**src/rtl/core/dcrnl_pkg.sv**
```systemverilog
// Package: shared constants, codes, state and control types of the neighbor linker.
`default_nettype none
package dcrnl_pkg;

  localparam int DEF_MAX_PARTICLES = 1024;
  localparam int DEF_MAX_LINKS     = 8;

  localparam int IDX_W    = 10;
  localparam int POS_W    = 16;
  localparam int PCNT_W   = 11;
  localparam int LIM_W    = 36;
  localparam int SLOT_W   = 3;
  localparam int LEN_W    = 17;
  localparam int SKIP_W   = 10;
  localparam int FILL_W   = 4;
  localparam int SQ_W     = 32;
  localparam int D2_W     = 34;
  localparam int RES_CAP  = 8;
  localparam int K_W      = 4;
  localparam int ADDR_W   = 4;
  localparam int DATA_W   = 64;

  localparam logic [PCNT_W-1:0] PCNT_RESET = 11'd100;
  localparam logic [LIM_W-1:0]  LIM_RESET  = 36'd8028;

  localparam logic FUNC_LOAD  = 1'b0;
  localparam logic FUNC_VISIT = 1'b1;

  localparam logic REG_PCOUNT = 1'b0;
  localparam logic REG_LIMIT  = 1'b1;

  typedef enum logic [3:0] {
    ST_CLEAR,
    ST_IDLE,
    ST_READ_A,
    ST_CHECK_A,
    ST_SCAN,
    ST_DRAIN,
    ST_WRITE_A,
    ST_SQ_START,
    ST_SQ_WAIT,
    ST_PUSH,
    ST_NOLINK
  } state_t;

  typedef struct packed {
    logic clear_wr;
    logic in_ready;
    logic init_scan;
    logic issue;
    logic write_a;
    logic sq_start;
    logic push_link;
    logic push_nolink;
  } cmd_t;

  typedef struct packed {
    logic clear_done;
    logic visit_beat;
    logic scan_ok;
    logic b_lt_n;
    logic stop;
    logic pipe_busy;
    logic k_zero;
    logic sq_done;
    logic out_free;
    logic last_entry;
  } status_t;

endpackage
`default_nettype wire

```
**src/rtl/core/dcrnl_ctrl.sv**
```systemverilog
// Controller: sequences clearing, visit scan, drain and result delivery.
`default_nettype none
module dcrnl_ctrl (
  input  wire logic                clk,
  input  wire logic                rst,
  input  wire dcrnl_pkg::status_t  st,
  output dcrnl_pkg::cmd_t          cmd
);
  dcrnl_pkg::state_t state, state_next;

  always_ff @(posedge clk) begin
    if (rst) begin
      state <= dcrnl_pkg::ST_CLEAR;
    end else begin
      state <= state_next;
    end
  end

  always_comb begin
    state_next = state;
    cmd        = '0;
    case (state)
      dcrnl_pkg::ST_CLEAR: begin
        cmd.clear_wr = 1'b1;
        if (st.clear_done) begin
          state_next = dcrnl_pkg::ST_IDLE;
        end
      end
      dcrnl_pkg::ST_IDLE: begin
        cmd.in_ready = 1'b1;
        if (st.visit_beat) begin
          state_next = dcrnl_pkg::ST_READ_A;
        end
      end
      dcrnl_pkg::ST_READ_A: begin
        state_next = dcrnl_pkg::ST_CHECK_A;
      end
      dcrnl_pkg::ST_CHECK_A: begin
        cmd.init_scan = 1'b1;
        state_next = st.scan_ok ? dcrnl_pkg::ST_SCAN : dcrnl_pkg::ST_NOLINK;
      end
      dcrnl_pkg::ST_SCAN: begin
        cmd.issue = st.b_lt_n && !st.stop;
        if (!cmd.issue) begin
          state_next = dcrnl_pkg::ST_DRAIN;
        end
      end
      dcrnl_pkg::ST_DRAIN: begin
        if (!st.pipe_busy) begin
          state_next = dcrnl_pkg::ST_WRITE_A;
        end
      end
      dcrnl_pkg::ST_WRITE_A: begin
        cmd.write_a = 1'b1;
        state_next = st.k_zero ? dcrnl_pkg::ST_NOLINK : dcrnl_pkg::ST_SQ_START;
      end
      dcrnl_pkg::ST_SQ_START: begin
        cmd.sq_start = 1'b1;
        state_next = dcrnl_pkg::ST_SQ_WAIT;
      end
      dcrnl_pkg::ST_SQ_WAIT: begin
        if (st.sq_done) begin
          state_next = dcrnl_pkg::ST_PUSH;
        end
      end
      dcrnl_pkg::ST_PUSH: begin
        if (st.out_free) begin
          cmd.push_link = 1'b1;
          state_next = st.last_entry ? dcrnl_pkg::ST_IDLE : dcrnl_pkg::ST_SQ_START;
        end
      end
      dcrnl_pkg::ST_NOLINK: begin
        if (st.out_free) begin
          cmd.push_nolink = 1'b1;
          state_next = dcrnl_pkg::ST_IDLE;
        end
      end
      default: begin
        state_next = dcrnl_pkg::ST_IDLE;
      end
    endcase
  end
endmodule
`default_nettype wire

```
**config.mk**
```make
export PLATFORM = sky130hd
export DESIGN_NAME = dcrnl_ctrl
export DESIGN_NICKNAME = d
export VERILOG_FILES = /design/src/rtl/core/dcrnl_pkg.sv /design/src/rtl/core/dcrnl_ctrl.sv
export SDC_FILE = /design/constraint.sdc
export NUM_CORES = 1
export LEC_CHECK = 0
export BUFFER_PORTS_ARGS = -buffer_cell sky130_fd_sc_hd__buf_2
export CORE_MARGIN = 3
export CORE_UTILIZATION = 30
export DETAILED_ROUTE_END_ITERATION = 16
export PLACE_DENSITY_LB_ADDON = 0.08
export SYNTH_ARGS = -nofsm -noshare
export SYNTH_HDL_FRONTEND = slang
export SYNTH_SLANG_ARGS = --single-unit
```
**constraint.sdc**
```tcl
create_clock -name clk -period 2.1 [get_ports clk]
set_clock_uncertainty 0.1 [all_clocks]
set_input_delay 0.105 -clock clk [delete_from_list [all_inputs] [get_ports clk]]
set_output_delay 0.105 -clock clk [all_outputs]
set_load 0.01 [all_outputs]
```
# Yosys cells after proc, flatten, opt, wreduce, memory -nomap -nowiden

Cells that the tools add are included.

Register bits: 4
Input bits: 12
Output and inout port bits: 8

Reductions and logical operators: 4
Equal/unequal tests: 17
Mux-type cells: 20

Operators with widths:

| kind                                                | number |
|---|---|
| one-hot mux 4 bit (11 select lines)                 | 1 |
| 2-to-1 mux 4 bit                                    | 9 |
| equality test 4 x 3 -> 1 bit, second input constant | 4 |
| != test 2 bit, second input constant                | 7 |
| equality test 4 bit, second input constant          | 3 |
| 2-to-1 mux 1 bit                                    | 9 |
| equality test 4 x 2 -> 1 bit, second input constant | 2 |
| AND reduction 7 bit                                 | 1 |
| equality test 4 x 1 -> 1 bit, second input constant | 1 |
| logical NOT 4 bit                                   | 1 |
| 2-to-1 mux 3 bit                                    | 1 |
| logical AND 1 bit                                   | 1 |
| logical NOT 1 bit                                   | 1 |

# Depth between registers and ports, before layout

Gate-level depths: netlist (run 1).

Word-level depth: 4
Mapped depth: 6
Mapped depth without buffers: 4

# Worst setup path before layout (run 1)

Ideal clock, no wire load.

Kind: reg-to-reg
From: register state[3]
To: register state[1]
Arrival: 1.349 ns
Setup slack: 0.535 ns
Stages on the path, launching flop included: 5
Required time: 1.884 ns
Setup time: 0.116 ns
Path buffers: 0
Path through: dfxtp_1 nor4_1 a32o_1 nor3_2 a41o_1

Cells in the longest elaborated chain, start to end: 3
Elaborated cells on any way between the ends: 20

Ends and longest elaborated chain:

| what                                                 | line             | RTL |
|---|---|---|
| from (decl)                                          | dcrnl_ctrl.sv:9  | `dcrnl_pkg::state_t state, state_next;` |
| from (signal assigned)                               | dcrnl_ctrl.sv:13 | `state <= dcrnl_pkg::ST_CLEAR;` |
| from (signal assigned)                               | dcrnl_ctrl.sv:15 | `state <= state_next;` |
| equality test 4 x 3 -> 1 bit (tied with other cells) | dcrnl_ctrl.sv:22 | `case (state)` |
| != test 2 bit (no line)                              | n/a              |  |
| AND reduction 7 bit (no line)                        | n/a              |  |

Parallel ways exist; a longest one is shown, timed or not.
A chain may end at the register's enable or synchronous reset.

# Worst setup path after layout (run 1)

From: register state[3]
To: register state[0]

The elaborated chain is that of the path after synthesis.

==> impl_metrics.ini, run 1 <==
[status]
run_status = completed

[routing]
maxUsedRoutingLayer = met3
via_per_inst = 5.24
first_iter_violations = 4
detail_route.wl_per_cell_um = 12.4
routedLengthMet1_um = 579
ant_nets = 0
detail_route.first_pass.iterations = 4
met2RoutedLength_um = 513
post-route-drc-count = 0
wl_um = 1160
num_vias = 487
wl_met3_um = 61

[sta]
period_minus_slack_ns = 1.75
hold_viol = 0
tightestPinTransition_ns = 0.547
relSlewSlack = 0.635
setup-tns-final_ns = 0
clock.fmax_mhz = 571
share_of_the_cycle_needed_by_the_critical_path_after_routing = 0.834
grt_setup_unrepaired = false
maxSlewViolCount = 0
finalHoldWorstSlack_ns = 0.130
finalWorstSetupSlack_ns = 0.349
setup_viol = 0

[finish]
final_core_area_utilization = 0.413
finalNetCount = 92
final.fill_count = 158
max_flop_register = state
multi_input_comb_area_um2 = 309
layout-drive-gt1-share = 0.321
areaGrowthSynthToFinish_pct = 26.8
registers_with_the_highest_flip_flop_counts = state x4
largest_register_ff_count = 4
final-seq-area_um2 = 80.1
final_cell_count_no_fill = 93
antennaDiodeCount = 0

[floorplan]
chipWidth_um = 44.0
floorplan.core_area_mm2 = 0.00133
initial_core_util = 0.326
die-height_um = 44.0
io_pins = 20
die-area_mm2 = 0.00194
floorplan_row_count = 13

[clock_tree]
clk_latency_ns = 0.23
clock_tree.root_cell = sky130_fd_sc_hd__clkbuf_4
post_cts_buffers = 0
clock_sinks = 4
cts_inserted_buffers = 3
clock_path_buffers = 2
cts_tree = yes
post_cts.resized_instances = 0
h-tree-depth = 1
path_clk_slew_ns = 0.04
cts.hold.buffers_added = 1

[flow_run]
cap_violations = 0

[yosys]
synth.lib_cells_used.distinct = 36
postSynth.asyncResetShare = 0
synth_top_cell_by_area = sky130_fd_sc_hd__dfxtp_1
postSynthRegisterBits = 4
number_of_enable_type_register_cells_in_the_synthesized_netlist = 0
netlist_instances = 60
synth.most_common_cell = sky130_fd_sc_hd__nor2_1
avg_cell_area_syn_um2 = 7.24
yosysSeqAreaShare = 0.184
mappedNetlistArea_um2 = 434
post_synth_most_frequent_cells = sky130_fd_sc_hd__nor2_1 (8), sky130_fd_sc_hd__nand2b_1 (5), sky130_fd_sc_hd__dfxtp_1 (4), sky130_fd_sc_hd__inv_1 (4), sky130_fd_sc_hd__nand2_1 (4)
synth-warning-count = 0
cells_taking_the_most_area_after_synthesis = sky130_fd_sc_hd__dfxtp_1 (18%), sky130_fd_sc_hd__nand2b_1 (7.2%), sky130_fd_sc_hd__nor2_1 (6.9%), sky130_fd_sc_hd__and4_1 (4.0%), sky130_fd_sc_hd__nor3_1 (3.5%)
synth.net_count = 72
synthFlopType = sky130_fd_sc_hd__dfxtp_1
yosys.area.top_type_share = 0.184

[placed_design]
dp_slack_ns = 0.362
estimated_wirelength_of_the_detail_placed_design_um = 821
portBuffers = 19
routability_driven_placement_congestion_ratio = 0.845
place_inst = 89

[hold_path]
holdPathStages = 3
worst_hold_path_type = input pin to flip-flop

[grt]
globalRouteOverflowTotal = 0
first_pass_grt_wire_length_um = 1920
maximum_number_of_pins_on_one_net_before_global_route_repair = 19
vias_in_the_first_global_route = 441
grt_antenna_before_repair = 0
grt_use_total = 0.130

[power]
cellLeakagePower_uw = 0.000259
max-vdd-ir-drop_mv = 0.462
cell_area_power_density_mw_per_mm2 = 872

[setup_path]
worst_ep_arrival_time_ns = 1.77
crit_path_start_kind = flip-flop
timing.critical_path.required_ns = 2.12
cpMaxStageDelayCell = sky130_fd_sc_hd__dfxtp_1
worstSetupPathType = flip-flop to flip-flop
worstSetupEndpointType = flip-flop
crit_path_cell_trace = or4b_4 > nor2_2 > a31oi_1 > a31o_1
worstPathMaxFanout = 17
critical-path-max-stage-delay_ns = 0.63
cells_on_worst_reg2reg_path = 4
[critical path, delay by kind of cell (launching register included)]
kind               cells  cell delay (ns)
AOI/OAI and AO/OA      2             0.29
DFF                    1             0.63
and+or+nand+nor        2             0.63
[logic make-up (layout without fill, tap and decap cells)]
group / after synthesis / in the layout / share of synthesized area
buffers and inverters: 9 / 27 / 0.104
muxes: 1 / 1 / 0.0231
and+or+nand+nor: 31 / 31 / 0.412
DFF: 4 / 4 / 0.184
AOI/OAI and AO/OA: 15 / 15 / 0.277
[through the flow]
step	cell area [um^2]	power, uW
3_5_place_dp	518	385
5_1_grt	551	531
2_1_floorplan	434	325
4_1_cts	551	484
3_3_place_gp	518	391
6_report	551	480
[final timing paths]
kind                               start  slack (ns)  endpoint
worst min-delay path               st[1]        0.13  state[2]
worst min register to register  state[0]        0.62  state[1]
worst max register to register  state[3]        0.35  state[0]
worst max-delay path            state[3]        0.35  state[0]
[area by class of cell]
class / instances / share of cell area
repair buffers: 20 / 0.191
well taps: 15 / 0.0341
multi-input cells: 47 / 0.561
flip-flops and latches: 4 / 0.145
clock buffers: 3 / 0.0409
inverters: 4 / 0.0273
[layout by cell type (no fill, tap or decap)]
master                          netlist  final
sky130_fd_sc_hd__buf_2                0     19
sky130_fd_sc_hd__nor2_1               8      8
sky130_fd_sc_hd__nand2b_1             5      5
sky130_fd_sc_hd__inv_1                4      4
sky130_fd_sc_hd__nand2_1              4      4
sky130_fd_sc_hd__dfxtp_1              4      4
sky130_fd_sc_hd__nor3_1               3      3
sky130_fd_sc_hd__clkbuf_4             0      3
sky130_fd_sc_hd__and4_1               2      2
sky130_fd_sc_hd__nor2b_1              1      1
sky130_fd_sc_hd__nor4b_1              1      1
sky130_fd_sc_hd__and3_1               1      1
sky130_fd_sc_hd__nor4_1               1      1
sky130_fd_sc_hd__o22ai_1              1      1
sky130_fd_sc_hd__a21oi_1              1      1
sky130_fd_sc_hd__o21a_1               1      1
sky130_fd_sc_hd__a2111oi_1            1      1
sky130_fd_sc_hd__nor3b_1              1      1
sky130_fd_sc_hd__a32o_1               1      1
sky130_fd_sc_hd__nor3_2               1      1
sky130_fd_sc_hd__o32ai_1              1      1
sky130_fd_sc_hd__or4b_4               1      1
sky130_fd_sc_hd__o21ai_0              1      1
sky130_fd_sc_hd__a41o_1               1      1
sky130_fd_sc_hd__nand3_1              1      1
sky130_fd_sc_hd__a21o_1               1      1
sky130_fd_sc_hd__mux2i_1              1      1
sky130_fd_sc_hd__nor2_2               1      1
sky130_fd_sc_hd__a31oi_1              1      1
sky130_fd_sc_hd__o211a_1              1      1
sky130_fd_sc_hd__a31o_1               1      1
sky130_fd_sc_hd__a22oi_1              1      1
sky130_fd_sc_hd__o32a_1               1      1
sky130_fd_sc_hd__a21boi_1             1      1
sky130_fd_sc_hd__dlygate4sd3_1        0      1
[metal layers]
metal / vias up / global-route usage
met3: 0 / 0.0488
met4: 0 / 0.0181
li1: 257 / -
met2: 14 / 0.198
met1: 216 / 0.178
met5: - / 0
[power breakdown]
part,internal [uW],switching (uW),total (uW)
registers,95.9,71.3,167
clock network,63.7,28.3,92.0
logic,109,112,221
Power figures use the tool's default switching activity.
==> run 2: changes to the inputs <==
clock period = 1.8 ns   (was 2.1 ns; I/O delays follow)
==> impl_metrics.ini, run 2 (same netlist as run 1, synthesis figures left out) <==
[sta]
clock.fmax_mhz = 616
grt_setup_unrepaired = false
finalHoldWorstSlack_ns = 0.121
setup-tns-final_ns = 0
share_of_the_cycle_needed_by_the_critical_path_after_routing = 0.901
tightestPinTransition_ns = 0.427
hold_viol = 0
relSlewSlack = 0.715
setup_viol = 0
period_minus_slack_ns = 1.62
maxSlewViolCount = 0

[routing]
via_per_inst = 5.16
detail_route.wl_per_cell_um = 11.6
post-route-drc-count = 0
first_iter_violations = 8
wl_um = 1130
num_vias = 501
detail_route.first_pass.iterations = 4
ant_nets = 0

[clock_tree]
post_cts.resized_instances = 0
cts_inserted_buffers = 3
clock_path_buffers = 2
clock_tree.root_cell = sky130_fd_sc_hd__clkbuf_4
clock_sinks = 4
clk_latency_ns = 0.23
h-tree-depth = 1
path_clk_slew_ns = 0.04
cts_tree = yes

[flow_run]
cap_violations = 0

[placed_design]
post_dp_cell_area_um2 = 548
routability_driven_placement_congestion_ratio = 0.742
estimated_wirelength_of_the_detail_placed_design_um = 909
portBuffers = 19

[finish]
largest_register_ff_count = 4
finish.instance_area_um2 = 581
layout-drive-gt1-share = 0.354
areaGrowthSynthToFinish_pct = 33.7
registers_with_the_highest_flip_flop_counts = state x4
finalNetCount = 96
most-common-layout-cells = sky130_fd_sc_hd__buf_2 (19), sky130_fd_sc_hd__nor2_1 (8), sky130_fd_sc_hd__nand2b_1 (5)
final_core_area_utilization = 0.435
final-seq-area_um2 = 80.1
final_common_cell = sky130_fd_sc_hd__buf_2
max_flop_register = state
final.fill_count = 147
antennaDiodeCount = 0
multi_input_comb_area_um2 = 309

[setup_path]
worstSetupEndpointType = flip-flop
crit_path_start_kind = flip-flop
worstSetupPathType = flip-flop to flip-flop
timing.critical_path.required_ns = 1.82
worst_ep_arrival_time_ns = 1.64
worstPathMaxFanout = 12

[grt]
maximum_number_of_pins_on_one_net_before_global_route_repair = 14
grt_use_total = 0.129
globalRouteOverflowTotal = 0
grt.met1_usage = 0.171
gr-usage-met2 = 0.195
vias_in_the_first_global_route = 458
globalRoute.busiestLayer = met2
globalRouteMet3Util = 0.0407
grt_antenna_before_repair = 0
first_pass_grt_wire_length_um = 1880

[floorplan]
initial_core_util = 0.326
floorplan.core_area_mm2 = 0.00133
floorplan_row_count = 13
die-area_mm2 = 0.00194
io_pins = 20
die-height_um = 44.0
chipWidth_um = 44.0

[power]
max-vdd-ir-drop_mv = 0.584
cellLeakagePower_uw = 0.000281
cell_area_power_density_mw_per_mm2 = 987

[hold_path]
worst_hold_path_type = input pin to flip-flop

[status]
run_status = completed
==> run 2: area by class of cell <==
class	count	area share
Clock buffer	3	0.0388
Inverter	4	0.0259
Multi-Input combinational cell	47	0.532
Sequential cell	4	0.138
Tap cell	15	0.0323
Timing Repair Buffer	24	0.233
==> run 2: critical path, stage by stage, from the launching register on <==
cell	delay, ns
sky130_fd_sc_hd__dfxtp_1	0.53
sky130_fd_sc_hd__or4b_4	0.52
sky130_fd_sc_hd__nor2_2	0.09
sky130_fd_sc_hd__a31oi_1	0.05
sky130_fd_sc_hd__a31o_1	0.22
==> run 2: worst paths after layout <==
kind	startpoint	end	slack, ns	cells after the start
worst max register to register	state[3]	state[0]	0.18	4
worst max-delay path	state[3]	state[0]	0.18	4
worst min register to register	state[1]	state[2]	0.58	2
worst min-delay path	st[1]	state[2]	0.12	3
==> run 2: stage by stage <==
step                      worst slack, ns  cells  total power, uW
after floorplan                     0.235     60              379
after global placement              0.211     93              476
after detailed placement            0.163     93              470
after CTS                           0.175     97              580
after global routing               0.0792     97              627
final                               0.178     97              573
==> run 2: repair_timing <==
item	in CTS	in global routing
hold buffers	1	0
endpoints found under the hold margin	1	0
setup buffers	0	0
==> run 2: layer usage <==
layer,part of all wire,wire length (um),vias to the layer above
met3,0.039,44,0
met1,0.49,553,221
met5,0,0,-
li1,-,-,269
met2,0.47,529,11
met4,0,0,0
==> run 2: where the power goes <==
group          internal, uW  leakage, uW  switching, uW  total, uW
combinational           143     0.000235            147        290
sequential              112    0.0000327           67.0        179
clock                  74.1    0.0000138           29.7        104
total                   329     0.000281            244        573
